File: config.mk
export PLATFORM = sky130hd
export DESIGN_NAME = mlss_ctrl
export DESIGN_NICKNAME = d
export VERILOG_FILES = /design/src/design/mlss_pkg.sv /design/src/design/mlss_ctrl.sv
export SDC_FILE = /design/constraint.sdc
export NUM_CORES = 1
export LEC_CHECK = 0
export BUFFER_PORTS_ARGS = -buffer_cell sky130_fd_sc_hd__buf_2
export CAP_MARGIN = 10
export CORE_MARGIN = 2
export CORE_UTILIZATION = 45
export DETAILED_ROUTE_END_ITERATION = 16
export GPL_TIMING_DRIVEN = 0
export HOLD_SLACK_MARGIN = 0.06
export PLACE_DENSITY = 0.75
export SLEW_MARGIN = 40
export SYNTH_ARGS = -nofsm -noshare
export SYNTH_HDL_FRONTEND = slang
export SYNTH_SLANG_ARGS = --single-unit
File: constraint.sdc
create_clock -name i_clk -period 2.3 [get_ports i_clk]
set_clock_uncertainty 0.15 [all_clocks]
set_input_delay 0.115 -clock i_clk [delete_from_list [all_inputs] [get_ports i_clk]]
set_output_delay 0.115 -clock i_clk [all_outputs]
set_load 0.005 [all_outputs]
File: src/design/mlss_pkg.sv
// Shared types, field widths, codes and reset values of the shift search block.
package mlss_pkg;

    localparam int MODE_W     = 2;
    localparam int IDX_W      = 10;
    localparam int LOG_W      = 25;
    localparam int DIST_W     = 16;
    localparam int SHIFT_W    = 11;
    localparam int LEN_W      = 11;
    localparam int SCORE_W    = 33;
    localparam int USED_W     = 9;
    localparam int CFG_IDX_W  = 2;
    localparam int CFG_DATA_W = 25;
    // sample plus shift, signed
    localparam int POS_W      = 18;
    // unsigned width that holds any table depth or length
    localparam int LEN_CMP_W  = 17;

    localparam logic [MODE_W-1:0] MODE_WRITE    = 2'd0;
    localparam logic [MODE_W-1:0] MODE_APPEND   = 2'd1;
    localparam logic [MODE_W-1:0] MODE_ESTIMATE = 2'd2;
    localparam logic [MODE_W-1:0] MODE_CLEAR    = 2'd3;

    localparam logic [CFG_IDX_W-1:0] REG_MIN_SHIFT    = 2'd0;
    localparam logic [CFG_IDX_W-1:0] REG_MAX_SHIFT    = 2'd1;
    localparam logic [CFG_IDX_W-1:0] REG_TABLE_LENGTH = 2'd2;
    localparam logic [CFG_IDX_W-1:0] REG_FLOOR_LOG    = 2'd3;

    localparam logic signed [SHIFT_W-1:0] RST_MIN_SHIFT    = -11'sd50;
    localparam logic signed [SHIFT_W-1:0] RST_MAX_SHIFT    = 11'sd200;
    localparam logic        [LEN_W-1:0]   RST_TABLE_LENGTH = 11'd1024;
    localparam logic signed [LOG_W-1:0]   RST_FLOOR_LOG    = -25'sd754511;

    localparam logic signed [SCORE_W-1:0] SCORE_MAX = 33'sh0_FFFF_FFFF;
    localparam logic signed [SCORE_W-1:0] SCORE_MIN = 33'sh1_0000_0000;

    // controller to datapath
    typedef struct packed {
        logic accept;
        logic start;
        logic issue;
        logic last;
        logic cmp;
        logic load_out;
    } t_dp_cmd;

    // datapath to controller
    typedef struct packed {
        logic range_empty;
        logic count_zero;
        logic shift_last;
        logic sum_done;
    } t_dp_status;

endpackage

File: src/design/mlss_ctrl.sv
// Controller of the shift search: walks shifts and samples, hands out results.
module mlss_ctrl import mlss_pkg::*; #(
    parameter int MAX_SAMPLES = 256,
    parameter int CW  = $clog2(MAX_SAMPLES + 1),
    parameter int SAW = (MAX_SAMPLES > 1) ? $clog2(MAX_SAMPLES) : 1
) (
    input  logic              i_clk,
    input  logic              i_rst_n,
    input  logic              i_in_valid,
    input  logic [MODE_W-1:0] i_in_mode,
    input  logic              i_out_ready,
    input  t_dp_status        i_status,
    input  logic [CW-1:0]     i_count,
    output logic              o_in_ready,
    output logic              o_out_valid,
    output t_dp_cmd           o_cmd,
    output logic [SAW-1:0]    o_idx
);
    localparam logic [2:0] S_IDLE   = 3'd0;
    localparam logic [2:0] S_ISSUE  = 3'd1;
    localparam logic [2:0] S_WAIT   = 3'd2;
    localparam logic [2:0] S_CMP    = 3'd3;
    localparam logic [2:0] S_FINISH = 3'd4;

    logic [2:0]    r_state, n_state;
    logic [CW-1:0] r_idx, n_idx;
    logic          r_out_valid, n_out_valid;
    logic          last_sample;

    assign last_sample = ({1'b0, r_idx} + {{CW{1'b0}}, 1'b1}) == {1'b0, i_count};

    always_comb begin
        n_state     = r_state;
        n_idx       = r_idx;
        n_out_valid = r_out_valid;
        o_cmd       = '0;
        if (r_out_valid && i_out_ready) begin
            n_out_valid = 1'b0;
        end
        case (r_state)
            S_IDLE: begin
                if (i_in_valid) begin
                    o_cmd.accept = 1'b1;
                    if (i_in_mode == MODE_ESTIMATE) begin
                        o_cmd.start = 1'b1;
                        n_idx       = '0;
                        if (i_status.range_empty) begin
                            n_state = S_FINISH;
                        end else if (i_status.count_zero) begin
                            n_state = S_CMP;
                        end else begin
                            n_state = S_ISSUE;
                        end
                    end
                end
            end
            S_ISSUE: begin
                o_cmd.issue = 1'b1;
                o_cmd.last  = last_sample;
                if (last_sample) begin
                    n_state = S_WAIT;
                end else begin
                    n_idx = r_idx + {{(CW-1){1'b0}}, 1'b1};
                end
            end
            S_WAIT: begin
                if (i_status.sum_done) begin
                    n_state = S_CMP;
                end
            end
            S_CMP: begin
                o_cmd.cmp = 1'b1;
                n_idx     = '0;
                if (i_status.shift_last) begin
                    n_state = S_FINISH;
                end else if (i_status.count_zero) begin
                    n_state = S_CMP;
                end else begin
                    n_state = S_ISSUE;
                end
            end
            S_FINISH: begin
                // wait for the output register to free up
                if (!r_out_valid || i_out_ready) begin
                    o_cmd.load_out = 1'b1;
                    n_out_valid    = 1'b1;
                    n_state        = S_IDLE;
                end
            end
            default: begin
                n_state = S_IDLE;
            end
        endcase
    end

    always_ff @(posedge i_clk) begin
        if (!i_rst_n) begin
            r_state     <= S_IDLE;
            r_idx       <= '0;
            r_out_valid <= 1'b0;
        end else begin
            r_state     <= n_state;
            r_idx       <= n_idx;
            r_out_valid <= n_out_valid;
        end
    end

    assign o_in_ready  = (r_state == S_IDLE);
    assign o_out_valid = r_out_valid;
    assign o_idx       = r_idx[SAW-1:0];
endmodule

Word-level counts from Yosys, hierarchy flattened
Index checks and enable logic that the tools add are counted.
- flip-flop bits (word level): 13
- latch bits: 0
- memory bits (writable): 0
- ROM bits: 0
- input bits: 19
- word-level logic and storage cells: 47
- memories kept: 0
- add/subtract/negate cells: 2
- multiply operators: 0
- divide/modulo/power cells: 0
- order comparisons: 0
- equality and inequality tests: 12
- shift operators: 0
- mux-type cells: 23
- bitwise operators: 0
- reduce and logical (&&, ||, !) cells: 7
- operator list (cell ; number):
    9-bit 2-to-1 mux ; 3
    9-bit case mux with 3 select lines ; 1
    3-bit 2-to-1 mux ; 7
    3-bit case mux with 5 select lines ; 1
    9-bit by 1-bit adder with 10-bit output (second input constant) ; 1
    10-bit by 9-bit equality test with 1-bit output ; 1
    2-bit != test (second input constant) ; 5
    9-bit by 1-bit adder with 9-bit output (second input constant) ; 1
    2-bit 2-to-1 mux ; 4
    1-bit 2-to-1 mux ; 7
    3-bit by 2-bit equality test with 1-bit output (second input constant) ; 2
    5-bit AND reduction ; 1
    4-bit AND reduction ; 1
    3-bit by 1-bit equality test with 1-bit output (second input constant) ; 1
    3-bit equality test (second input constant) ; 1
    3-bit zero test ; 1
    3-bit nonzero test ; 1
    2-bit equality test (second input constant) ; 1
    2-bit by 1-bit != test with 1-bit output (second input constant) ; 1
    1-bit logical AND ; 1
    1-bit zero test ; 1
    1-bit logical OR ; 1

Logic depth before layout (Yosys ltp)
Gate-level depths: netlist (run 1).
- depth in word-level cells: 5
- mapped depth: 10
- depth with buffers taken out: 8

Worst setup path after synthesis (run 1)
OpenSTA, ideal clock, no wires.
- kind: register -> register
- start: register r_idx[0]
- end: register r_idx[5]
- library setup time: 0.082 ns
- arrival time: 2.168 ns
- required time: 2.068 ns
- setup slack: -0.101 ns
- cell stages (with the launch flop): 9
- period minus slack after synthesis: 2.401 ns
- cells stage by stage: dfxtp_1 ha_1 nand3_2 or4_1 a21oi_1 a211oi_2 nor4_2 o31ai_4 o221ai_1
- word-level cells in the longest chain between the ends: 4
- elaborated cells on any way between the ends: 7
- classes of those cells: add/sub (2); eq/ne (2); mux (2); reduce/logical (1)
- ends and longest elaborated chain (what ; RTL line ; source):
    from (decl) ; mlss_ctrl.sv:26 ; logic [CW-1:0] r_idx, n_idx;
    from (signal assigned) ; mlss_ctrl.sv:103 ; r_idx <= n_idx;
    9-bit by 1-bit adder with 10-bit output ; mlss_ctrl.sv:30 ; assign last_sample = ({1'b0, r_idx} + {{CW{1'b0}}, 1'b1}) == {1'b0, i_count};
    10-bit by 9-bit equality test with 1-bit output ; mlss_ctrl.sv:30 ;
    2-bit != test (no source line) ; n/a ;
    4-bit AND reduction (no source line) ; n/a ;
Several ways; a longest one is shown, not always the timed one. The select of a mux whose other input is x is not followed.
A chain may end at the register's enable or synchronous reset.

Worst setup path after layout (run 1)
- start: register r_idx[1]
- end: register r_idx[5]
The elaborated chain is that of the path after synthesis.

==> impl_metrics.py, run 1 <==
metrics = {
    "timing": {
        "fin_crit_ns": 2.41,
        "slew_violations": 0,
        "min_period_over_period_pct": 105,
        "holdWs_ns": 0.0685,
        "rsz0062_at_grt": "true",
        "hold_violations": 0,
        "worst_slack_ns": -0.107,
        "finalSetupViolCount": 10,
        "fmax_ghz": 0.415,
        "worstMarginPinSlew_ns": 0.463,
        "relSlewSlack_pct": 69.1,
    },
    "min_path": {
        "hp-class": "primary input to flip-flop",
    },
    "critical_path": {
        "critical_path_class": "flip-flop to flip-flop",
        "crit_fanout": 7,
        "cp-end-kind": "flip-flop",
        "worstPathArrival_ns": 2.46,
        "cp_slowest_cell": "or4_4",
        "r2r_slack_ns": -0.11,
        "cpPeakStageDelay_ns": 0.48,
        "startpoint_type": "flip-flop",
        "path_cells": "ha_4, nand3_4, or4_4, a21oi_4, a211oi_4, buf_4, nor4_4, o31ai_4, buf_6, o221ai_2",
        "required_ns": 2.35,
    },
    "power": {
        "max-vdd-ir-drop_mv": 0.251,
        "power_density_nw_per_um2": 348,
        "leakagePower_nw": 0.691,
    },
    "route": {
        "wl_per_cell_um": 16.1,
        "ant_nets": 0,
        "vias_per_cell": 5.84,
        "postRouteWirelength_um": 3620,
        "drt-initial-drc-count": 31,
        "firstDrtPassIters": 4,
        "num_vias": 1315,
        "drc": 0,
    },
    "global_routing": {
        "grt_pass1_vias": 1184,
        "grt_use_total_pct": 22.5,
        "antenna_found_initial": 0,
        "grt_max_degree": 11,
        "gr-total-overflow": 0,
        "grt_first_pass_wirelength_um": 4790,
    },
    "yosys": {
        "syn_nets": 161,
        "synth-edff-count": 0,
        "netlist_top_cells_count": "13 x dfxtp_1, 13 x nand2_1, 10 x buf_4, 10 x inv_1, 9 x nor2_1",
        "synth_cells": 141,
        "synth_area_leader_cell": "dfxtp_1",
        "synth_area_leaders": "dfxtp_1 24%, buf_4 6.9%, xnor2_1 6.5%",
        "synth_top_area_share_pct": 24.1,
        "async_flop_share_pct": 0,
        "synth_area_per_cell_sq_um": 7.67,
        "ys_seq_elements": 13,
        "ys.warnings.count": 0,
        "synth.cell_area_sq_um": 1080,
        "ys.flop_type": "dfxtp_1",
        "ys_types": 44,
        "synth-seq-area-share_pct": 24.1,
    },
    "clock_tree": {
        "clk_pin_slew_ns": 0.09,
        "ctsLongestPathBuffers": 2,
        "numCtsBuffers": 3,
        "cts.htree.levels": 1,
        "cts_sinks": 13,
        "cts_tree": "built",
        "root_buffer": "clkbuf_4",
        "clk_latency_ns": 0.29,
    },
    "place": {
        "numPortBuffers": 34,
        "place_congestion": 0.787,
        "hpwl_um": 1970,
        "dp_slack_ns": -0.255,
    },
    "status": {
        "violations": "negative setup slack",
        "status": "complete, but fails checks",
    },
    "cells_and_area": {
        "area_growth_pct": 53.4,
        "nNetsFinal": 218,
        "drive_above_1_share_pct": 46.7,
        "diodes": 0,
    },
    "floorplan": {
        "initial_core_util_pct": 48.4,
        "core_area_sq_um": 2230,
        "die_x_um": 53.0,
        "fp.dieH_um": 53.0,
        "ios": 35,
        "die-area_sq_um": 2810,
        "row_count": 17,
    },
    "flow_run": {
        "maxCapViolations": 0,
    },
}
[layout by cell type, fill, tap and decap left out, drive strengths merged, types with 3 or more instances in the layout]
cell	count
a21oi	5
buf	61
clkbuf	7
dfxtp	13
dlygate4sd3	3
inv	10
nand2	13
nand3	7
nand4	4
nor2	9
nor2b	3
nor3	3
nor3b	4
nor4	3
o211ai	4
o21ai	7
o221ai	3
or3	3
or4	3
xnor2	8
[worst max-delay path, delay by kind of cell, from the launching register on]
kind,cells,cell delay [ns]
AND/OR/NAND/NOR,3,0.82
flip-flops,1,0.37
adder cells (fa/ha/maj),1,0.14
buffers and inverters,2,0.30
AO/OA/AOI/OAI,4,0.53
[layout make-up]
type | instances | area, sq um
Clock buffer | 4 | 26.3
Inverter | 10 | 37.5
Multi-Input combinational cell | 103 | 847
Fill cell | 180 | 576
Sequential cell | 13 | 272
Buffer | 14 | 101
Tap cell | 28 | 35.0
Timing Repair Buffer | 53 | 339
[power by group]
part	total [mW]	internal (mW)	leakage (nW)	switching (mW)
logic	0.187	0.0872	0.568	0.100
clock network	0.151	0.0674	0.0150	0.0839
registers	0.239	0.232	0.108	0.00630
[kinds of logic after synthesis]
| family | Yosys count | synth area share, % |
|---|---|---|
| mux | 1 | 0.926 |
| buf+inv | 25 | 12.4 |
| flops | 13 | 24.1 |
| compound gates | 31 | 21.3 |
| fa+ha+maj | 1 | 1.16 |
| simple gates | 60 | 32.1 |
| xor+xnor | 10 | 8.10 |
[per-stage QoR]
step / utilization [%] / instances / setup TNS, ns / instance area [sq um] / power [mW]
4_1_cts: 68.0 / 221 / -0.330 / 1520 / 0.553
3_3_place_gp: 58.2 / 203 / -1.20 / 1300 / 0.386
3_5_place_dp: 58.2 / 203 / -2.04 / 1300 / 0.390
2_1_floorplan: - / 141 / 0 / 1090 / 0.337
6_report: 74.2 / 225 / -0.706 / 1660 / 0.577
5_1_grt: 74.2 / 225 / -1.36 / 1660 / 0.603
[final timing paths]
kind	startpoint	endpoint	cells past startpoint
max	r_idx[1]	r_idx[5]	10
min	i_status[1]	r_state[2]	5
max reg2reg	r_idx[1]	r_idx[5]	10
min reg2reg	r_idx[8]	r_idx[8]	2
[metal layers]
| layer | track usage (%) | vias up | part of all wire (%) |
|---|---|---|---|
| li1 | - | 616 | - |
| met1 | 24.1 | 626 | 40 |
| met2 | 45.8 | 58 | 51 |
| met3 | 2.54 | 15 | 4.8 |
| met4 | 5.13 | 0 | 4.4 |
| met5 | 0 | - | 0 |
[what timing repair did]
| item | 4_1_cts | 5_1_grt |
|---|---|---|
| endpoints found under the setup margin | 12 | 12 |
| hold buffers | 3 | 0 |
| pin swaps | 9 | 15 |
| resized for setup | 19 | 24 |
| buffers inserted | 11 | 5 |
| endpoints found under the hold margin | 3 | 0 |
[state kept, by name, indices dropped and copies added, names as in the netlist]
| signal | count |
|---|---|
| r_state | 3 |
| o_out_valid | 1 |
| r_idx | 9 |
Note: power is estimated with default switching activity, not from simulation.
==> run 2: changes to the inputs <==
--- a/config.mk
+++ b/config.mk
@@ -10,7 +10,6 @@
 export CORE_MARGIN = 2
 export CORE_UTILIZATION = 45
 export DETAILED_ROUTE_END_ITERATION = 16
-export GPL_TIMING_DRIVEN = 0
 export HOLD_SLACK_MARGIN = 0.06
 export PLACE_DENSITY = 0.75
 export SLEW_MARGIN = 40
==> constraint.sdc (replaced) <==
create_clock -name i_clk -period 2.3 [get_ports i_clk]
set_clock_uncertainty 0.15 [all_clocks]
set_input_delay 0.46 -clock i_clk [delete_from_list [all_inputs] [get_ports i_clk]]
set_output_delay 0.46 -clock i_clk [all_outputs]
set_load 0.005 [all_outputs]
==> run 2 against run 1 <==
Via count fell by 4.1%. Die area did not move. First-iteration DRC count rose by 3.2%. Clock power hardly changed. Setup slack worse by 0.15 ns. Flip-flop and latch count did not move. The flow still finishes with violations (negative setup slack). Critical path depth down 3. Sequential power grew 6%. Design area decreased by 7.0%.
==> impl_metrics.py, run 2 (synthesized netlist as in run 1, its figures left out) <==
metrics = {
    "cells_and_area": {
        "final_common_cell": "buf_2",
        "largest_reg_flops": 9,
        "top_register": "r_idx",
        "area_growth_pct": 42.6,
        "nNetsFinal": 209,
        "final_cell_area_sq_um": 1540,
        "diodes": 0,
        "fillers": 187,
        "layout.cells.non_filler": 216,
        "final_cell_mix": "34 x buf_2, 15 x buf_4, 13 x nand2_1",
        "drive_above_1_share_pct": 45.2,
    },
    "global_routing": {
        "grt_first_pass_wirelength_um": 4930,
        "grt_use_total_pct": 24.3,
        "grt_pass1_vias": 1191,
        "antenna_found_initial": 0,
        "grt_max_degree": 13,
        "gr-total-overflow": 0,
    },
    "route": {
        "num_vias": 1261,
        "drc": 0,
        "postRouteWirelength_um": 3180,
        "vias_per_cell": 5.84,
        "wl_per_cell_um": 14.7,
        "firstDrtPassIters": 6,
        "ant_nets": 0,
        "drt-initial-drc-count": 32,
    },
    "floorplan": {
        "fp.dieH_um": 53.0,
        "row_count": 17,
        "die_x_um": 53.0,
        "initial_core_util_pct": 48.4,
        "ios": 35,
        "core_area_sq_um": 2230,
        "die-area_sq_um": 2810,
    },
    "critical_path": {
        "reg2reg_depth": 12,
        "cp-end-kind": "output pin",
        "cp_slowest_cell": "or4_4",
        "worstSetupStartpoint": "r_idx[0]",
        "crit_fanout": 6,
        "timing.rr.start": "r_idx[0]",
        "critical_path_class": "flip-flop to output pin",
        "path_cells": "ha_4, nand3_4, or4_4, a21oi_2, a211oi_2, nor3b_2, buf_2",
        "r2r_slack_ns": -0.25,
        "cp-endpoint": "o_cmd[2]",
        "worstPathArrival_ns": 1.95,
        "required_ns": 1.69,
        "crit_family": "simple AND/OR/NAND/NOR gates",
        "reg2reg_to": "r_idx[8]",
        "startpoint_type": "flip-flop",
        "path_buf_inv": 1,
        "cp.depth": 7,
        "cpPeakStageDelay_ns": 0.50,
    },
    "clock_tree": {
        "ctsLongestPathBuffers": 2,
        "root_buffer": "clkbuf_4",
        "clk_pin_slew_ns": 0.09,
        "cts_sinks": 13,
        "cts_tree": "built",
        "cts.htree.levels": 1,
        "clk_latency_ns": 0.28,
        "cts_hold_buf": 0,
        "numCtsBuffers": 3,
    },
    "place": {
        "dp_cells": 205,
        "place_area_sq_um": 1340,
        "numPortBuffers": 34,
        "place_congestion": 0.795,
        "hpwl_um": 2240,
    },
    "timing": {
        "hold_violations": 0,
        "worstMarginPinSlew_ns": 0.506,
        "finalSetupViolCount": 12,
        "min_period_over_period_pct": 111,
        "relSlewSlack_pct": 66.3,
        "worst_slack_ns": -0.259,
        "fmax_ghz": 0.391,
        "holdWs_ns": 0.366,
        "rsz0062_at_grt": "true",
        "setup_tns_ns": -2.10,
        "slew_violations": 0,
        "fin_crit_ns": 2.56,
    },
    "status": {
        "violations": "negative setup slack",
        "status": "complete, but fails checks",
    },
    "power": {
        "max-vdd-ir-drop_mv": 0.305,
        "leakagePower_nw": 0.636,
        "power_density_nw_per_um2": 367,
    },
    "flow_run": {
        "maxCapViolations": 0,
    },
    "min_path": {
        "hp-class": "primary input to flip-flop",
    },
}
## run 2: cell types whose count changed in the layout (fill, tap and decap cells not counted), moves of 2 or more
cell / change
o221ai_1: +2
o221ai_2: -2
dlygate4sd3_1: -3
buf_4: -5
o21ai_1: +2
buf_6: +2
clkbuf_1: -4
## run 2: cell type report
class / count / area [sq um] / share of cell area [%]
clock buffer: 3 / 22.5 / 1.46
clock inverter: 1 / 5.00 / 0.325
inverter: 10 / 37.5 / 2.44
multi-input combinational: 103 / 790 / 51.2
sequential: 13 / 268 / 17.4
tap: 28 / 35.0 / 2.27
timing repair buffer: 58 / 384 / 24.9
## run 2: timing repair
action / 4_1_cts / 5_1_grt
gates resized for setup: 23 / 8
cloned: 0 / 0
pin swaps: 12 / 3
setup endpoints to repair: 11 / 13
buffers inserted: 7 / 1
## run 2: worst min-delay path by stage
stage	start	endpoint	slack, ns	cells past startpoint
global placement	r_idx[8]	r_idx[8]	0.40	2
finish	i_out_ready	o_out_valid	0.37	4
CTS	i_rst_n	r_state[0]	0.37	2
detailed placement	r_idx[8]	r_idx[8]	0.39	2
global route	i_rst_n	r_state[0]	0.38	2
floorplan	r_idx[8]	r_idx[8]	0.35	2
## run 2: through the flow
stage | power [mW] | utilization (%) | worst slack [ns]
3_5_place_dp | 0.394 | 59.8 | -0.153
6_report | 0.565 | 69.0 | -0.259
2_1_floorplan | 0.337 | - | 0.0163
5_1_grt | 0.592 | 69.0 | -0.325
3_3_place_gp | 0.388 | 59.8 | -0.0244
4_1_cts | 0.556 | 66.9 | -0.214
## run 2: where the power goes
part / total, mW / switching, mW / internal, mW
registers: 0.253 / 0.0198 / 0.233
logic: 0.161 / 0.0807 / 0.0803
clock network: 0.151 / 0.0863 / 0.0646
total: 0.565 / 0.187 / 0.378
## run 2: worst reg2reg max path, delay by kind of cell (launching register included)
family	cells	cell delay, ns
DFF	1	0.38
AOI/OAI and AO/OA	5	0.57
adders and majority gates	1	0.15
and+or+nand+nor	2	0.61
buffers and inverters	4	0.56
## run 2: routing by layer
layer  routed length (um)  global-route usage [%]  vias up
li1                     -                       -      601
met1                 1210                    25.2      600
met2                 1710                    44.8       49
met3                  160                    3.39       11
met4                   95                    16.2        0
met5                    0                       0        -
